$ cat src/rtl/core/sba_pkg.sv
// ----------------------------------------------------------------------------
// sba_pkg
// Shared constants, register indexes and the result type of the skyline
// block allocator.
// ----------------------------------------------------------------------------
package sba_pkg;

    // Default sizes of the column store and the row range.
    localparam int DEF_MAX_COLUMNS = 128;
    localparam int DEF_MAX_ROWS    = 1024;

    // Field widths of the stream items and the configuration registers.
    localparam int CMD_W      = 1;
    localparam int BW_W       = 8;
    localparam int BH_W       = 11;
    localparam int PW_W       = 8;
    localparam int PH_W       = 11;
    localparam int X_W        = 7;
    localparam int Y_W        = 10;
    localparam int IDX_W      = 16;
    localparam int S_TDATA_W  = 24;
    localparam int S_TUSER_W  = 1;
    localparam int M_TDATA_W  = 40;
    localparam int M_TUSER_W  = 1;
    localparam int CFG_ADDR_W = 1;
    localparam int CFG_DATA_W = 11;

    // Configuration register indexes.
    localparam logic [CFG_ADDR_W-1:0] CFG_PAGE_WIDTH  = 1'd0;
    localparam logic [CFG_ADDR_W-1:0] CFG_PAGE_HEIGHT = 1'd1;

    // Register reset values.
    localparam logic [PW_W-1:0] PAGE_WIDTH_RST  = 8'd128;
    localparam logic [PH_W-1:0] PAGE_HEIGHT_RST = 11'd128;

    // Command codes.
    localparam logic [CMD_W-1:0] CMD_ALLOC    = 1'b0;
    localparam logic [CMD_W-1:0] CMD_NEW_PAGE = 1'b1;

    typedef struct packed {
        logic             fits;
        logic [X_W-1:0]   place_x;
        logic [Y_W-1:0]   place_y;
        logic [IDX_W-1:0] page_index;
    } t_result;

endpackage

$ cat src/rtl/core/skyline_atlas_block_allocator_top.sv
// ----------------------------------------------------------------------------
// skyline_atlas_block_allocator_top
// Skyline rectangle packer for texture pages, with stream ports and a plain
// register write port.
// ----------------------------------------------------------------------------
// One item is in work at a time. The next item is taken after its result has
// passed to the output register, later while the output stalls. A rejected request
// goes straight to the result; a new page first clears the column store one entry
// per cycle; an allocate runs the forward and backward passes, then the column
// writes, which are skipped if the block does not fit.
// Synchronous active-low reset closes the page and empties the output register.
// ----------------------------------------------------------------------------
module skyline_atlas_block_allocator_top #(
    parameter int MAX_COLUMNS = sba_pkg::DEF_MAX_COLUMNS,
    parameter int MAX_ROWS    = sba_pkg::DEF_MAX_ROWS
) (
    input  logic                            i_clk,
    input  logic                            i_rst_n,
    input  logic                            i_s_tvalid,
    output logic                            o_s_tready,
    // [7:0] block_width, [18:8] block_height, [23:19] zero
    input  logic [sba_pkg::S_TDATA_W-1:0]   i_s_tdata,
    // [0] cmd
    input  logic [sba_pkg::S_TUSER_W-1:0]   i_s_tuser,
    output logic                            o_m_tvalid,
    input  logic                            i_m_tready,
    // [6:0] place_x, [16:7] place_y, [32:17] page_index, [39:33] zero
    output logic [sba_pkg::M_TDATA_W-1:0]   o_m_tdata,
    // [0] fits
    output logic [sba_pkg::M_TUSER_W-1:0]   o_m_tuser,
    input  logic                            i_cfg_we,
    input  logic [sba_pkg::CFG_ADDR_W-1:0]  i_cfg_addr,
    input  logic [sba_pkg::CFG_DATA_W-1:0]  i_cfg_wdata
);
    import sba_pkg::*;

    logic [PW_W-1:0] r_page_width;
    logic [PH_W-1:0] r_page_height;
    logic            r_out_valid;
    t_result         r_out;

    logic            seq_idle;
    logic            res_valid;
    logic            res_ready;
    t_result         res;
    logic            s_xfer;

    always_ff @(posedge i_clk) begin
        if (!i_rst_n) begin
            r_page_width  <= PAGE_WIDTH_RST;
            r_page_height <= PAGE_HEIGHT_RST;
        end else if (i_cfg_we) begin
            case (i_cfg_addr)
                CFG_PAGE_WIDTH:  r_page_width  <= i_cfg_wdata[PW_W-1:0];
                CFG_PAGE_HEIGHT: r_page_height <= i_cfg_wdata[PH_W-1:0];
                default: begin
                end
            endcase
        end
    end

    assign s_xfer    = i_s_tvalid && seq_idle;
    assign res_ready = !r_out_valid || i_m_tready;

    sba_seq #(
        .MAX_COLUMNS (MAX_COLUMNS),
        .MAX_ROWS    (MAX_ROWS)
    ) u_seq (
        .i_clk          (i_clk),
        .i_rst_n        (i_rst_n),
        .i_start        (s_xfer),
        .i_cmd          (i_s_tuser[0]),
        .i_block_width  (i_s_tdata[BW_W-1:0]),
        .i_block_height (i_s_tdata[BW_W+BH_W-1:BW_W]),
        .i_page_width   (r_page_width),
        .i_page_height  (r_page_height),
        .o_idle         (seq_idle),
        .o_res_valid    (res_valid),
        .i_res_ready    (res_ready),
        .o_res          (res)
    );

    // The output register lets a finished result wait while the next item
    // is taken in.
    always_ff @(posedge i_clk) begin
        if (!i_rst_n) begin
            r_out_valid <= 1'b0;
        end else if (res_valid && res_ready) begin
            r_out_valid <= 1'b1;
        end else if (i_m_tready) begin
            r_out_valid <= 1'b0;
        end
    end

    always_ff @(posedge i_clk) begin
        if (res_valid && res_ready) begin
            r_out <= res;
        end
    end

    assign o_s_tready = seq_idle;
    assign o_m_tvalid = r_out_valid;
    assign o_m_tdata  = {7'd0, r_out.page_index, r_out.place_y, r_out.place_x};
    assign o_m_tuser  = r_out.fits;

endmodule

$ cat src/rtl/core/sba_ram.sv
// ----------------------------------------------------------------------------
// sba_ram
// Simple dual-port memory: one write port and one read port with registered
// read data.
// ----------------------------------------------------------------------------
module sba_ram #(
    parameter int DEPTH = 128,
    parameter int WIDTH = 11,
    parameter int AW    = 7
) (
    input  logic             i_clk,
    input  logic             i_we,
    input  logic [AW-1:0]    i_waddr,
    input  logic [WIDTH-1:0] i_wdata,
    input  logic [AW-1:0]    i_raddr,
    output logic [WIDTH-1:0] o_rdata
);

    logic [WIDTH-1:0] r_mem [DEPTH];

    always_ff @(posedge i_clk) begin
        if (i_we) begin
            r_mem[i_waddr] <= i_wdata;
        end
    end

    always_ff @(posedge i_clk) begin
        o_rdata <= r_mem[i_raddr];
    end

endmodule

$ cat src/rtl/core/sba_seq.sv
// ----------------------------------------------------------------------------
// sba_seq
// Sequencer and shared max/compare unit of the skyline allocator. Span tops
// come from block-aligned prefix maxima (forward pass) and suffix maxima
// (backward pass), so every start column is scored by one lookup in each table.
// ----------------------------------------------------------------------------
module sba_seq #(
    parameter int MAX_COLUMNS = 128,
    parameter int MAX_ROWS    = 1024
) (
    input  logic                       i_clk,
    input  logic                       i_rst_n,
    input  logic                       i_start,
    input  logic [sba_pkg::CMD_W-1:0]  i_cmd,
    input  logic [sba_pkg::BW_W-1:0]   i_block_width,
    input  logic [sba_pkg::BH_W-1:0]   i_block_height,
    input  logic [sba_pkg::PW_W-1:0]   i_page_width,
    input  logic [sba_pkg::PH_W-1:0]   i_page_height,
    output logic                       o_idle,
    output logic                       o_res_valid,
    input  logic                       i_res_ready,
    output sba_pkg::t_result           o_res
);
    import sba_pkg::*;

    localparam int AW  = (MAX_COLUMNS > 1) ? $clog2(MAX_COLUMNS) : 1;
    localparam int CW  = $clog2(MAX_COLUMNS + 1);
    localparam int HW  = $clog2(MAX_ROWS + 1);
    localparam int PWX = (CW > PW_W) ? CW : PW_W;
    localparam int PHX = (HW > PH_W) ? HW : PH_W;
    localparam int SW  = ((HW > BH_W) ? HW : BH_W) + 1;
    localparam int IW  = CW + 1;

    localparam logic [2:0] ST_IDLE = 3'd0;
    localparam logic [2:0] ST_CLR  = 3'd1;
    localparam logic [2:0] ST_FWD  = 3'd2;
    localparam logic [2:0] ST_BWD  = 3'd3;
    localparam logic [2:0] ST_CHK  = 3'd4;
    localparam logic [2:0] ST_WR   = 3'd5;
    localparam logic [2:0] ST_DONE = 3'd6;

    logic [2:0]       r_state;
    logic [AW-1:0]    r_i;
    logic [AW-1:0]    r_k;
    logic             r_run;
    logic [AW-1:0]    r_bwm1;
    logic [BH_W-1:0]  r_bh;
    logic [HW-1:0]    r_acc;
    logic [HW-1:0]    r_best;
    logic [AW-1:0]    r_bx;
    logic             r_found;
    logic             r_fits;
    logic [IDX_W-1:0] r_page_count;
    logic             r_page_open;
    logic             r_rd_v;
    logic [AW-1:0]    r_rd_idx;
    logic             r_rd_fresh;
    logic             r_rd_win;

    logic [PWX-1:0]   bw_ext;
    logic [PWX-1:0]   pw_ext;
    logic [PHX-1:0]   ph_ext;
    logic [CW-1:0]    cols_c;
    logic [HW-1:0]    rows_c;
    logic [AW-1:0]    last_col;
    logic             bw_bad;
    logic [IW-1:0]    i_plus;
    logic             win_issue;
    logic [AW-1:0]    pre_raddr;
    logic [HW-1:0]    col_rdata;
    logic [HW-1:0]    pre_rdata;
    logic [HW-1:0]    acc_nx;
    logic [HW-1:0]    win;
    logic             take;
    logic [SW-1:0]    sum;
    logic             fit_ok;
    logic             col_we;
    logic [HW-1:0]    col_wdata;
    logic             pre_we;

    // Page size clipped to the store and row range.
    always_comb begin
        bw_ext = PWX'(i_block_width);
        pw_ext = PWX'(i_page_width);
        ph_ext = PHX'(i_page_height);
        cols_c = (pw_ext > PWX'(MAX_COLUMNS)) ? CW'(MAX_COLUMNS) : CW'(pw_ext);
        rows_c = (ph_ext > PHX'(MAX_ROWS)) ? HW'(MAX_ROWS) : HW'(ph_ext);
        last_col = AW'(cols_c - CW'(1));
        bw_bad = (bw_ext == '0) || (bw_ext > PWX'(cols_c));
    end

    // Issue side: a start column opens a window when it plus the width fits.
    always_comb begin
        i_plus    = IW'(r_i) + IW'(r_bwm1);
        win_issue = i_plus < IW'(cols_c);
        pre_raddr = i_plus[AW-1:0];
    end

    // Shared max/compare unit.
    always_comb begin
        acc_nx = r_rd_fresh ? col_rdata : ((col_rdata > r_acc) ? col_rdata : r_acc);
        win    = (acc_nx > pre_rdata) ? acc_nx : pre_rdata;
        // Scanning right to left, an equal top moves the choice to the left.
        take   = r_rd_win && (r_found ? (win <= r_best) : (win < rows_c));
        sum    = SW'(r_best) + SW'(r_bh);
        fit_ok = sum <= SW'(rows_c);
    end

    always_comb begin
        col_we    = (r_state == ST_CLR) || (r_state == ST_WR);
        col_wdata = (r_state == ST_CLR) ? '0 : r_acc;
        pre_we    = (r_state == ST_FWD) && r_rd_v;
    end

    sba_ram #(
        .DEPTH (MAX_COLUMNS),
        .WIDTH (HW),
        .AW    (AW)
    ) u_col_ram (
        .i_clk   (i_clk),
        .i_we    (col_we),
        .i_waddr (r_i),
        .i_wdata (col_wdata),
        .i_raddr (r_i),
        .o_rdata (col_rdata)
    );

    sba_ram #(
        .DEPTH (MAX_COLUMNS),
        .WIDTH (HW),
        .AW    (AW)
    ) u_pre_ram (
        .i_clk   (i_clk),
        .i_we    (pre_we),
        .i_waddr (r_rd_idx),
        .i_wdata (acc_nx),
        .i_raddr (pre_raddr),
        .o_rdata (pre_rdata)
    );

    always_ff @(posedge i_clk) begin
        if (!i_rst_n) begin
            r_state      <= ST_IDLE;
            r_run        <= 1'b0;
            r_rd_v       <= 1'b0;
            r_found      <= 1'b0;
            r_page_count <= '0;
            r_page_open  <= 1'b0;
        end else begin
            r_rd_v <= 1'b0;
            case (r_state)
                ST_IDLE: begin
                    if (i_start) begin
                        r_i     <= '0;
                        r_k     <= '0;
                        r_run   <= 1'b1;
                        r_found <= 1'b0;
                        r_best  <= '0;
                        r_bx    <= '0;
                        r_bwm1  <= AW'(bw_ext - PWX'(1));
                        r_bh    <= i_block_height;
                        if (i_cmd == CMD_NEW_PAGE) begin
                            r_page_count <= r_page_count + IDX_W'(1);
                            r_page_open  <= 1'b1;
                            r_fits       <= 1'b1;
                            r_state      <= ST_CLR;
                        end else if (!r_page_open || bw_bad) begin
                            r_fits  <= 1'b0;
                            r_state <= ST_DONE;
                        end else begin
                            r_state <= ST_FWD;
                        end
                    end
                end
                ST_CLR: begin
                    if (r_i == AW'(MAX_COLUMNS - 1)) begin
                        r_state <= ST_DONE;
                    end else begin
                        r_i <= r_i + AW'(1);
                    end
                end
                ST_FWD: begin
                    if (r_run) begin
                        r_rd_v     <= 1'b1;
                        r_rd_idx   <= r_i;
                        r_rd_fresh <= (r_k == '0);
                        r_rd_win   <= 1'b0;
                        // The block position of the last column is kept for
                        // the backward pass.
                        if (r_i == last_col) begin
                            r_run <= 1'b0;
                        end else begin
                            r_i <= r_i + AW'(1);
                            r_k <= (r_k == r_bwm1) ? '0 : r_k + AW'(1);
                        end
                    end
                    if (r_rd_v) begin
                        r_acc <= acc_nx;
                    end
                    if (!r_run && !r_rd_v) begin
                        r_run   <= 1'b1;
                        r_i     <= last_col;
                        r_state <= ST_BWD;
                    end
                end
                ST_BWD: begin
                    if (r_run) begin
                        r_rd_v     <= 1'b1;
                        r_rd_idx   <= r_i;
                        r_rd_fresh <= (r_k == r_bwm1) || (r_i == last_col);
                        r_rd_win   <= win_issue;
                        r_k        <= (r_k == '0) ? r_bwm1 : r_k - AW'(1);
                        if (r_i == '0) begin
                            r_run <= 1'b0;
                        end else begin
                            r_i <= r_i - AW'(1);
                        end
                    end
                    if (r_rd_v) begin
                        r_acc <= acc_nx;
                        if (take) begin
                            r_best  <= win;
                            r_bx    <= r_rd_idx;
                            r_found <= 1'b1;
                        end
                    end
                    if (!r_run && !r_rd_v) begin
                        r_state <= ST_CHK;
                    end
                end
                ST_CHK: begin
                    if (r_found && fit_ok) begin
                        r_acc   <= HW'(sum);
                        r_i     <= r_bx;
                        r_k     <= '0;
                        r_fits  <= 1'b1;
                        r_state <= ST_WR;
                    end else begin
                        r_best  <= '0;
                        r_bx    <= '0;
                        r_fits  <= 1'b0;
                        r_state <= ST_DONE;
                    end
                end
                ST_WR: begin
                    if (r_k == r_bwm1) begin
                        r_state <= ST_DONE;
                    end else begin
                        r_i <= r_i + AW'(1);
                        r_k <= r_k + AW'(1);
                    end
                end
                ST_DONE: begin
                    if (i_res_ready) begin
                        r_state <= ST_IDLE;
                    end
                end
                default: begin
                    r_state <= ST_IDLE;
                end
            endcase
        end
    end

    always_comb begin
        o_idle           = (r_state == ST_IDLE);
        o_res_valid      = (r_state == ST_DONE);
        o_res.fits       = r_fits;
        o_res.place_x    = X_W'(r_bx);
        o_res.place_y    = Y_W'(r_best);
        o_res.page_index = r_page_open ? (r_page_count - IDX_W'(1)) : '0;
    end

endmodule

$ cat config.mk
export PLATFORM = sky130hd
export DESIGN_NAME = skyline_atlas_block_allocator_top
export DESIGN_NICKNAME = d
export VERILOG_FILES = /design/src/rtl/core/sba_pkg.sv /design/src/rtl/core/skyline_atlas_block_allocator_top.sv /design/src/rtl/core/sba_ram.sv /design/src/rtl/core/sba_seq.sv
export SDC_FILE = /design/constraint.sdc
export NUM_CORES = 2
export LEC_CHECK = 0
export CAP_MARGIN = 10
export CORE_ASPECT_RATIO = 0.9
export CORE_MARGIN = 5
export CORE_UTILIZATION = 45
export DETAILED_ROUTE_END_ITERATION = 6
export DONT_BUFFER_PORTS = 1
export PLACE_DENSITY_LB_ADDON = 0.2
export RECOVER_POWER = 25
export SLEW_MARGIN = 20
export SYNTH_ARGS = -nofsm -noshare
export SYNTH_HDL_FRONTEND = slang
export SYNTH_SLANG_ARGS = --single-unit
$ cat constraint.sdc
create_clock -name i_clk -period 18.44 [get_ports i_clk]
set_clock_uncertainty 0.2 [all_clocks]
set_input_delay 0.922 -clock i_clk [delete_from_list [all_inputs] [get_ports i_clk]]
set_output_delay 0.922 -clock i_clk [all_outputs]
set_load 0.02 [all_outputs]
Word level (Yosys, flattened, before mapping)
Memory sizes are Yosys's and may differ from the RTL's. A register that Yosys moved wholly into a read port is not among the register bits.
Index checks and enable logic that the tools add are counted.
{ "word_totals": {"ff_bits": 148, "latch_bits": 0, "ramBits": 2816, "romBits": 0, "in_bits": 42, "output_inout_bits": 43, "mem_count": 2} }
{ "op_classes": {"add_sub_neg": 10, "mul": 0, "n_div": 0, "magnitude_cmp": 9, "n_eq_ne": 29, "n_shift": 0, "n_mux": 76, "bitwise_logic": 1, "reduce_logical": 44} }
{ "mem_list": {"columns": ["name", "words", "width", "read_ports", "rd_clocked_by_memory_dff", "wr", "line", "source"], "rows": [
  ["u_seq.u_col_ram.r_mem", 128, 11, 1, 1, 1, "sba_ram.sv:19", "logic [WIDTH-1:0] r_mem [DEPTH];"],
  ["u_seq.u_pre_ram.r_mem", 128, 11, 1, 1, 1, "sba_ram.sv:19", null]
]} }
{ "ops": {"columns": ["cell", "count"], "rows": [
  ["7-bit two-way mux", 19],
  ["11-bit two-way mux", 11],
  ["7-bit one-hot mux with 6 select lines", 1],
  ["7-bit one-hot mux with 5 select lines", 1],
  ["11-bit one-hot mux with 3 select lines", 1],
  ["7-bit by 1-bit subtractor with 7-bit output (second input constant)", 4],
  ["1-bit two-way mux", 25],
  ["3-bit two-way mux", 8],
  ["11-bit > comparator", 2],
  ["11-bit one-hot mux with 2 select lines", 1],
  ["3-bit one-hot mux with 7 select lines", 1],
  ["7-bit one-hot mux with 3 select lines", 1],
  ["2-bit by 1-bit != test with 1-bit output (second input constant)", 9],
  ["16-bit by 1-bit adder with 16-bit output (second input constant)", 1],
  ["2-bit != test (second input constant)", 8],
  ["4-bit AND reduction", 4],
  ["16-bit by 1-bit subtractor with 16-bit output (second input constant)", 1],
  ["7-bit by 1-bit adder with 7-bit output (second input constant)", 2],
  ["7-bit equality test", 2],
  ["7-bit logical NOT", 2],
  ["11-bit by 11-bit adder with 12-bit output", 1],
  ["12-bit by 11-bit less-or-equal comparator with 1-bit output", 1],
  ["6-bit AND reduction", 2],
  ["11-bit > comparator (second input constant)", 1],
  ["other kinds (31)", 60]
]} }

Longest topological paths before layout
{ "logic_depth": {"ltp_word": 11, "mapped_depth": 22, "mapped_depth_nobuf": 21} }

Cells and area by module
A second synthesis with hierarchy kept.
{ "unflattened": {"cells_unflattened": 5385, "area_unflattened_um2": 118379.8} }
{ "by_module_without_submodules": {"columns": ["mod", "instances", "cells_each", "area_per_inst_um2"], "rows": [
  ["sba_ram", 2, 2178, 54223.3],
  ["sba_seq", 1, 905, 8061.5],
  ["skyline_atlas_block_allocator_top", 1, 124, 1871.8]
]} }

Worst setup path after synthesis
No wires, ideal clock.
{ "synth_path": {"path_kind": "reg2reg", "start": "register u_seq.r_acc[8]", "end": "register u_seq.r_best[0] (enable)", "setup_ns": 0.421, "arrival_time_ns": 11.448, "path_slack_ns": 6.371, "stages_incl_launch_ff": 23, "synth_period_minus_slack_ns": 12.069, "cell_sequence": "edfxtp_1 > inv_1 > ha_1 > a211o_1 > o211ai_1 > o2111ai_1 > and2_0 > clkbuf_1 > o21ai_0 > ha_1 > a21oi_1 > a21oi_1 > nor4b_1 > nor2_1 > mux2_2 > ha_1 > and3_1 > a21oi_1 > nand3_1 > a221o_1 > a21oi_1 > o2111ai_1 > a211oi_1"} }
{ "synth_between": {"elab_chain_len": 10} }
{ "synth_lines": {"columns": ["element", "line", "source"], "rows": [
  ["start: declaration", "sba_seq.sv:48", "logic [HW-1:0] r_acc;"],
  ["start signal: assignment", "sba_seq.sv:198", "r_acc <= acc_nx;"],
  ["start signal: assignment", "sba_seq.sv:220", "r_acc <= acc_nx;"],
  ["start signal: assignment", "sba_seq.sv:233", "r_acc <= HW'(sum);"],
  ["11-bit > comparator (*)", "sba_seq.sv:101", "acc_nx = r_rd_fresh ? col_rdata : ((col_rdata > r_acc) ? col_rdata : r_acc);"],
  ["11-bit two-way mux (*) (2 in series)", "sba_seq.sv:101", null],
  ["net u_seq.acc_nx[2]", "sba_seq.sv:72", "logic [HW-1:0] acc_nx;"],
  ["11-bit > comparator (*)", "sba_seq.sv:102", "win = (acc_nx > pre_rdata) ? acc_nx : pre_rdata;"],
  ["11-bit two-way mux (*)", "sba_seq.sv:102", null],
  ["net u_seq.win[3]", "sba_seq.sv:73", "logic [HW-1:0] win;"],
  ["11-bit < comparator or 11-bit less-or-equal comparator (tied branches)", "sba_seq.sv:104", "take = r_rd_win && (r_found ? (win <= r_best) : (win < rows_c));"],
  ["1-bit two-way mux (*)", "sba_seq.sv:104", null],
  ["1-bit logical AND (*)", "sba_seq.sv:104", null],
  ["2-bit by 1-bit != test with 1-bit output (no source line) (*)", null, null],
  ["6-bit AND reduction (no source line) (*)", null, null],
  ["end signal: assignment", "sba_seq.sv:222", "r_best <= win;"],
  ["end: declaration", "sba_seq.sv:49", "logic [HW-1:0] r_best;"]
]} }
The timed path passes the listed nets; every way through them passes the cells marked *.
A chain may end at the register's enable or synchronous reset.

Worst setup path after layout
{ "layout_path": {"start": "register u_seq.r_acc[6]", "end": "register u_seq.r_best[4] (enable)"} }
The elaborated chain is that of the path after synthesis.

==> results_dict.tcl <==
set metrics [dict create \
    cts-root-buf "clkbuf_16" \
    combinationalPowerShare 0.355 \
    report.final.slew_viol_count 1516 \
    first_global_vias 61200 \
    io-pin-count 85 \
    clkTransAtPathRegs_ns 0.06 \
    hold_path_class "in2reg" \
    period_share 0.526 \
    fin_nets 6751 \
    ys_types 83 \
    initial_core_util 0.451 \
    synth_area_um2 116000 \
    reg2reg_depth 23 \
    htree_levels 5 \
    fin_crit_ns 9.70 \
    ys_seq_elements 2986 \
    area_growth_pct 13.0 \
    holdPathStages 3 \
    core_area_um2 258000 \
    via_count 63100 \
    rows 177 \
    dr.pass1.iters 5 \
    finalWeightedCongestion 0.872 \
    clockBufferDepth 4 \
    cts_buffers 321 \
    reg2reg_to "u_seq.r_best[4]$_SDFFCE_PN0P_" \
    ys_warn_count 0 \
    cp_data_arrival_time_ns 10.11 \
    irDropWorstVdd_uv 181 \
    status "finished with violations" \
    grt_pass1_wl_mm 446 \
    grt_max_degree 115 \
    tightest_slew_ns 5.13 \
    cts_resized 0 \
    violations "max-capacitance violations, max-slew violations" \
    internal_power_mw 14.5 \
    rsz0062_at_grt "no" \
    ant_nets 0 \
    ys_async_sr_fraction 0 \
    start_kind "flop" \
    clock_sinks 2986 \
    p_clk_frac 0.272 \
    drv_cap 33 \
    cts_tree "done" \
    yosysSeqAreaShare 0.765 \
    max_freq_mhz 103 \
    clk_latency_ns 0.95 \
    p_switching_mw 8.00 \
    powerDensity_nw_per_um2 171 \
    nFillCells 20600 \
    dr.first_iter.drc_count 7880 \
    die_width_um 546 \
    worst_ep_required_time_ns 18.85 \
    avgRoutedWirePerCell_um 30.3 \
    setup_viol 0 \
    drc_errors 0 \
    pre_cts_slack_ns 10.50 \
    syn_avg_cell_area_um2 18.3 \
    crit_fanout 68 \
    switching_share 0.355 \
    overflow 0 \
    crit_type "reg2reg" \
    numPortBuffers 0 \
    r2r-start "u_seq.r_acc[6]$_DFFE_PP_" \
    synth_edf_count 2921 \
    die_area_um2 269000 \
    wl_mm 311 \
    critPathCaptureType "flop" \
    p_leak_nw 41.3 \
    die_h_um 492 \
    final_layout_size_suffix_gt1_frac 0.170 \
    final.setup.tns_ns 0 \
    p_seq_frac 0.373 \
    slew_headroom -2.42 \
    antenna_found_initial 16 \
    min-delay-start "i_s_tuser" \
    r2r_slack_ns 8.74 \
    syn_inst 6366 \
    post-cts-setup-buffers 0 \
    setup_ws_ns 8.74 \
    hold_end "u_seq.r_state[1]$_SDFFE_PN0P_" \
    finalHoldViolations 0 \
    dp_hpwl_mm 180 \
    track_usage 0.226 \
    viasPerCell 6.15 \
    synth_flop_cell "edfxtp_1" \
]
## layout make-up
type / count / area (µm²) / share of cell area
inverter: 64 / 243 / 0.00185
timing repair buffer: 306 / 2310 / 0.0175
sequential: 2986 / 89000 / 0.677
clock buffer: 396 / 8560 / 0.0651
tap: 3401 / 4260 / 0.0323
antenna: 10 / 25.0 / 0.000190
clock inverter: 161 / 1360 / 0.0103
multi-input combinational: 2931 / 25800 / 0.196
## cells by family (layout without fill, tap and decap cells)
group,Yosys count,count (layout),share of synthesized area
DFF,2986,2986,0.765
AOI/OAI and AO/OA,1166,1166,0.0768
and+or+nand+nor,1099,1099,0.0432
muxes,493,493,0.0813
buffers and inverters,455,927,0.0176
adders and majority gates,99,99,0.0108
xor gates and xnor gates,67,67,0.00532
other,1,17,0.0000322
## cell usage in the layout, fill, tap and decap left out, drive strengths merged, types with 88 or more instances in the layout
cell / synthesis / routed
edfxtp: 2921 / 2921
a22oi: 451 / 451
clkbuf: 180 / 448
nor2: 361 / 361
mux4: 360 / 360
nand2: 343 / 343
buf: 211 / 224
clkinv: 2 / 130
mux2i: 115 / 115
a221oi: 109 / 109
a22o: 106 / 106
ha: 97 / 97
a31oi: 94 / 94
a32o: 88 / 88
## metal layers
layer	vias to the layer above	wire length (µm)	GRT usage
met5	-	80	0
met4	4	7910	0.0557
met2	2949	139000	0.337
met1	33000	135000	0.339
li1	26600	-	-
met3	482	29000	0.0495
## worst max-delay path, stage by stage, from the launching register on
cell and delay (ns):
edfxtp_1 0.34, inv_1 0.13, ha_1 0.35, nand2_1 0.06
o21a_1 0.19, o2111ai_1 0.96, nand2_1 0.24, o21ai_4 0.10
clkbuf_1 2.27, ha_1 0.61, a21oi_1 0.19, o21a_1 0.17
nor4b_1 0.42, nor2_1 0.32, mux2_2 0.40, ha_1 0.30
nor2b_1 0.13, o2111ai_1 0.18, nand3_1 0.11, a221o_1 0.34
a21oi_1 0.21, o2111ai_1 0.22, a211oi_2 0.61, buf_4 0.33
## registers in the layout, indices dropped and copies added, names as in the netlist, 3 cells and up
register                 count
u_seq.u_col_ram.r_mem     1408
u_seq.u_col_ram.o_rdata     11
u_seq.r_bh                  11
r_page_width                 8
u_seq.u_pre_ram.o_rdata     11
u_seq.r_rd_idx               7
u_seq.r_state                3
o_m_tdata                   33
u_seq.r_acc                 11
u_seq.r_page_count          16
u_seq.u_pre_ram.r_mem     1408
u_seq.r_i                    7
u_seq.r_bx                   7
u_seq.r_best                11
u_seq.r_bwm1                 7
u_seq.r_k                    7
r_page_height               11
## synth_stat cells (18+ instances only)
| library cell | number | area (µm²) |
|---|---|---|
| and3_1 | 23 | 144 |
| clkbuf_1 | 180 | 676 |
| a32o_1 | 88 | 881 |
| nand4_1 | 79 | 494 |
| and2_1 | 40 | 250 |
| nor4_1 | 23 | 144 |
| buf_1 | 27 | 101 |
| o21ai_0 | 70 | 350 |
| a21oi_1 | 79 | 395 |
| mux2_2 | 18 | 203 |
| buf_4 | 19 | 143 |
| mux4_2 | 360 | 8110 |
| xor2_1 | 27 | 236 |
| a22o_1 | 106 | 928 |
| inv_1 | 60 | 225 |
| buf_2 | 155 | 776 |
| nor2_1 | 361 | 1360 |
| a31oi_1 | 94 | 588 |
| edfxtp_1 | 2921 | 87700 |
| xnor2_1 | 38 | 333 |
| ha_1 | 97 | 1210 |
| nand2_1 | 343 | 1290 |
| or4_1 | 19 | 143 |
| mux2i_1 | 115 | 1150 |
| a22oi_1 | 451 | 3390 |
| nor2b_1 | 23 | 144 |
| nand3_1 | 57 | 285 |
| dfxtp_1 | 65 | 1300 |
| a21boi_0 | 28 | 210 |
| a221oi_1 | 104 | 911 |
| nor3_1 | 72 | 360 |
## how the worst max path moves through the flow
stage                                        start                        endpoint  slack (ns)  cells after the start
after floorplan           u_seq.r_acc[8]$_DFFE_PP_   u_seq.r_best[0]$_SDFFCE_PN0P_        6.37                     22
after global placement    u_seq.r_acc[8]$_DFFE_PP_  u_seq.r_best[10]$_SDFFCE_PN0P_       10.56                     24
after detailed placement  u_seq.r_acc[8]$_DFFE_PP_   u_seq.r_best[4]$_SDFFCE_PN0P_       10.50                     24
after CTS                 u_seq.r_acc[8]$_DFFE_PP_   u_seq.r_best[4]$_SDFFCE_PN0P_       10.48                     24
after global routing      u_seq.r_acc[6]$_DFFE_PP_   u_seq.r_best[4]$_SDFFCE_PN0P_        8.01                     23
final                     u_seq.r_acc[6]$_DFFE_PP_   u_seq.r_best[4]$_SDFFCE_PN0P_        8.74                     23
## power groups by stage
| stage | registers, mW | clock network, mW | logic, mW |
|---|---|---|---|
| floorplan | 8.63 | 0 | 4.90 |
| global placement | 8.50 | 0 | 7.89 |
| detailed placement | 8.51 | 0 | 7.97 |
| CTS | 8.36 | 6.23 | 8.00 |
| global route | 8.41 | 6.52 | 8.45 |
| finish | 8.40 | 6.14 | 8.01 |
## what timing repair did
action	in CTS	in global routing
hold buffers	31	0
setup endpoints to repair	0	0
hold endpoints to repair	58	0
## metrics by stage
stage,util,hold WS [ns],total power [mW],cell area (µm²),cells
floorplan,-,0.200,13.5,116000,6372
global placement,0.470,0.217,16.4,121000,9654
detailed placement,0.471,0.224,16.5,121000,9655
CTS,0.510,0.00162,22.6,132000,10200
global route,0.510,0.0209,23.4,132000,10300
finish,0.510,0.0465,22.5,132000,10300
No activity file was read; power rests on OpenSTA's default activity.
